### config.mk
export PLATFORM = sky130hd
export DESIGN_NAME = hps_ram
export DESIGN_NICKNAME = d
export VERILOG_FILES = /design/src/hw/rtl/hps_ram.sv
export SDC_FILE = /design/constraint.sdc
export NUM_CORES = 1
export LEC_CHECK = 0
export ABC_AREA = 1
export BUFFER_PORTS_ARGS = -buffer_cell sky130_fd_sc_hd__buf_2
export CORE_MARGIN = 2
export CORE_UTILIZATION = 55
export DETAILED_ROUTE_END_ITERATION = 8
export PLACE_DENSITY = 0.75
export RECOVER_POWER = 100
export SYNTH_ARGS = -nofsm -noshare
export SYNTH_HDL_FRONTEND = slang
export SYNTH_SLANG_ARGS = --single-unit
### constraint.sdc
create_clock -name clk -period 2.8 [get_ports clk]
set_input_delay 0.42 -clock clk [delete_from_list [all_inputs] [get_ports clk]]
set_output_delay 0.42 -clock clk [all_outputs]
set_load 0.01 [all_outputs]
### src/hw/rtl/hps_ram.sv
// hps_ram: generic single-write, single-read RAM with registered read data.
// No dependencies.
`timescale 1ns / 1ps
module hps_ram #(
	parameter int WIDTH = 8,
	parameter int DEPTH = 16
) (
	input  logic                             clk,
	input  logic                             we,
	input  logic [$clog2(DEPTH)-1:0]         waddr,
	input  logic [WIDTH-1:0]                 wdata,
	input  logic [$clog2(DEPTH)-1:0]         raddr,
	output logic [WIDTH-1:0]                 rdata
);
	logic [WIDTH-1:0] mem_q [DEPTH];

	// write port and registered read port
	always_ff @(posedge clk) begin
		if (we) begin
			mem_q[waddr] <= wdata;
		end
		rdata <= mem_q[raddr];
	end
endmodule

======== Word level (Yosys, flattened, before mapping) ========
Memories as Yosys holds them, arrays and structs flattened. A register that Yosys moved wholly into a read port is not among the register bits.
Index checks and enable logic that the tools add are counted.
storage, ports and cells
  output and inout bits ................... 8
  input bits .............................. 18
  memory bits (writable) .................. 128
  memories kept ........................... 1
  register bits ........................... 0
  logic and storage cells ................. 3
cells by class
  multiplexer cells ....................... 2
memories
  memory  words  bits a word  read ports  clocked after memory_dff  wr ports  line  source
  mem_q   16     8            1           1                         1         15    logic [WIDTH-1:0] mem_q [DEPTH];
operators by type and width
  cell               number
  1-bit two-way mux  2

======== Depth between registers and ports, before layout ========
  depth after elaboration ................. 2
  mapped depth ............................ 8
  mapped depth without buffers ............ 7

======== Least setup slack after synthesis ========
Ideal clock, no wire load.
  kind .................................... input to register
  from .................................... input waddr[2]
  to ...................................... memory mem_q[10][0] (enable)
  data arrival time ....................... 1.001 ns
  required time ........................... 2.430 ns
  slack ................................... 1.429 ns
  stages .................................. 2
  path buffers ............................ 0
  setup time .............................. 0.370 ns
  cells stage by stage .................... nand3b_1 > nor2_1
RTL lines
  element             line  source
  start: declaration  10    input logic [$clog2(DEPTH)-1:0] waddr,
  end: declaration    15
Straight into the memory's write port.

==> results.md <==
* CTS clk-pin slew, worst paths at 0.06 ns
* Async set-reset flop share out of synthesis at 0%
* Tmin final at 1.89 ns
* FMAX at 530 MHz
* Pwr dens at 694 nW/um^2
* Drt via density at 5.36
* Max_cap viols at 0
* Leakage at 2.72 nW
* Post-synth cell types at 12
* Synth top cells by count: nand2_1, edfxtp_1, inv_1
* Initial drt markers at 391
* Crit start category: primary input
* Gpl congestion at 0.817
* First-pass GRT wire length at 19700 um
* # Post-CTS Setup Buffers at 0
* Syn_nets at 569
* Mapped Area at 5770 um^2
* Total wire length at 12800 um
* CTS Buf Count at 17
* Area Growth Syn to Fin at 11.2%
* Hold slack at 0.285 ns
* DRT Pass-1 Iters at 5
* Layout cells sized above 1 at 6.63%
* Die X-Extent at 106 um
* Die area at 11300 um^2
* Gates resized, CTS repair at 0
* Setup TNS Final at 0 ns
* Max-slew violation count at 0
* Status: finished, final reports clean
* Post-synth EDFFs at 128
* Critical Path RT at 3.20 ns
* Antenna viol nets, final at 0
* RSZ-0062 raised after global routing: false
* Yosys warning count at 0
* Worst slack, placed at 0.942 ns
* Critical path type: in -> reg
* Clock root buffer master: clkbuf_8
* Final routed DRC violation total at 0
* Pin count of the biggest net entering global routing at 65
* Area leader, netlist: edfxtp_1
* Clk sink count at 136
* Register bit total from synthesis at 136
* Diode count at 0
* Skew final at 0.00744 ns
* Final worst-path cycle share at 67.4%
* DR WL/cell at 17.6 um
* Number of core rows at 37
* Core area at 10200 um^2
* NumNets Final at 593
* Gr usage total at 24.0%
* Placed inst area at 5940 um^2
* Worst slew margin at 8.62%
* Vias in the first global route at 3796
* Die height at 106 um
* Final-report hold violation count at 0
* Top cells by area, synth: edfxtp_1, nand2_1, nand3_1
* CTS tree: yes
* Share of the synthesized area in the top cell type at 66.7%
* Mean post-synth cell area at 10.5 um^2
* Most frequent cell after synthesis: nand2_1
* Initial core utilization at 56.4%
* Least-Margin Pin Slew at 1.37 ns
* Final Cell Area at 6410 um^2
* Detailed placement HPWL at 7450 um
* Flop2flop setup slack at 1.69 ns
* Clock Tree Buf Depth at 2
* Data arrival, critical path at 2.29 ns
* Gr ovfl total at 0
* Detailed-route via count at 3879
* Top fanout value on the critical path at 64
* Synth Flop Type: edfxtp_1
* Worst setup EP type: flop
* Clock insertion delay at the later pin of the skew report at 0.51 ns
* Sequential area share after synthesis at 69.4%
* Initial antenna violation count at 0
* Final setup fails at 0
* Mapped Cells at 551
* I/O pins at 26
* Port Buffers at 25
* Cts hold-fix bufs at 0
* Final worst slack at 0.912 ns
* Hold Path Class: in -> reg
* H-tree levels at 4
* Overall Power at 0.00445 W
* Maximum VDD drop at 448 uV
-- layout make-up --
| type | count | area (um^2) |
|---|---|---|
| Clock buffer | 19 | 422 |
| Clock inverter | 13 | 83.8 |
| Fill cell | 813 | 3820 |
| Inverter | 102 | 383 |
| Multi-Input combinational cell | 289 | 1210 |
| Sequential cell | 136 | 4000 |
| Tap cell | 136 | 170 |
| Timing Repair Buffer | 29 | 136 |
-- power breakdown --
group	total, W	internal [W]	leakage (nW)	switching, W
Clock	0.00189	0.00108	0.237	0.000816
Combinational	0.000267	0.0000690	1.25	0.000198
Sequential	0.00229	0.00228	1.22	0.0000149
-- per-layer routing --
metal / vias to the layer above / part of all wire (%) / routed length, um / GRT usage, %
met3: 22 / 9.7 / 1240 / 5.82
met5: - / 0 / 0 / 0
met1: 1846 / 38 / 4860 / 31.0
met4: 0 / 2.2 / 278 / 8.74
met2: 192 / 50 / 6390 / 39.6
li1: 1819 / - / - / -
-- kinds of logic after synthesis --
logic type	Yosys count	share of synthesized area (%)
flip-flops	136	69.4
buffers and inverters	126	9.52
AND/OR/NAND/NOR	289	21.0
-- cell usage in the layout, fill, tap and decap left out, drive strengths merged --
master / netlist / final
nand2: 173 / 173
edfxtp: 128 / 128
inv: 102 / 103
nand3: 97 / 97
clkbuf: 0 / 41
nor2: 17 / 17
dfxtp: 8 / 8
clkinv: 0 / 7
buf: 24 / 7
clkinvlp: 0 / 5
nand3b: 2 / 2
-- per-stage QoR --
stage | cells | utilization (%)
2_1_floorplan | 551 | -
3_3_place_gp | 692 | 58.0
3_5_place_dp | 692 | 58.0
4_1_cts | 724 | 63.0
5_1_grt | 724 | 62.7
6_report | 724 | 62.7
-- path summary, 6_finish.rpt --
check / from / end / cells after the start
setup / recovery: raddr[0] / rdata[2]$_DFF_P_ / 7
hold / removal: raddr[3] / rdata[6]$_DFF_P_ / 3
setup reg to reg: mem_q[3][2]$_DFFE_PP_ / rdata[2]$_DFF_P_ / 6
hold reg to reg: mem_q[2][0]$_DFFE_PP_ / rdata[0]$_DFF_P_ / 6
-- registers in the layout, summed over array words and instances, names as in the netlist --
register and cells:
rdata 8, mem_q 128
-- critical path, stage by stage --
cell	delay [ns]
clkbuf_1	0.11
clkbuf_2	1.03
nand2_1	0.17
nand3_1	0.16
nand3_1	0.11
nand3_1	0.17
nand2_1	0.09
(Power assumes the default switching activity.)
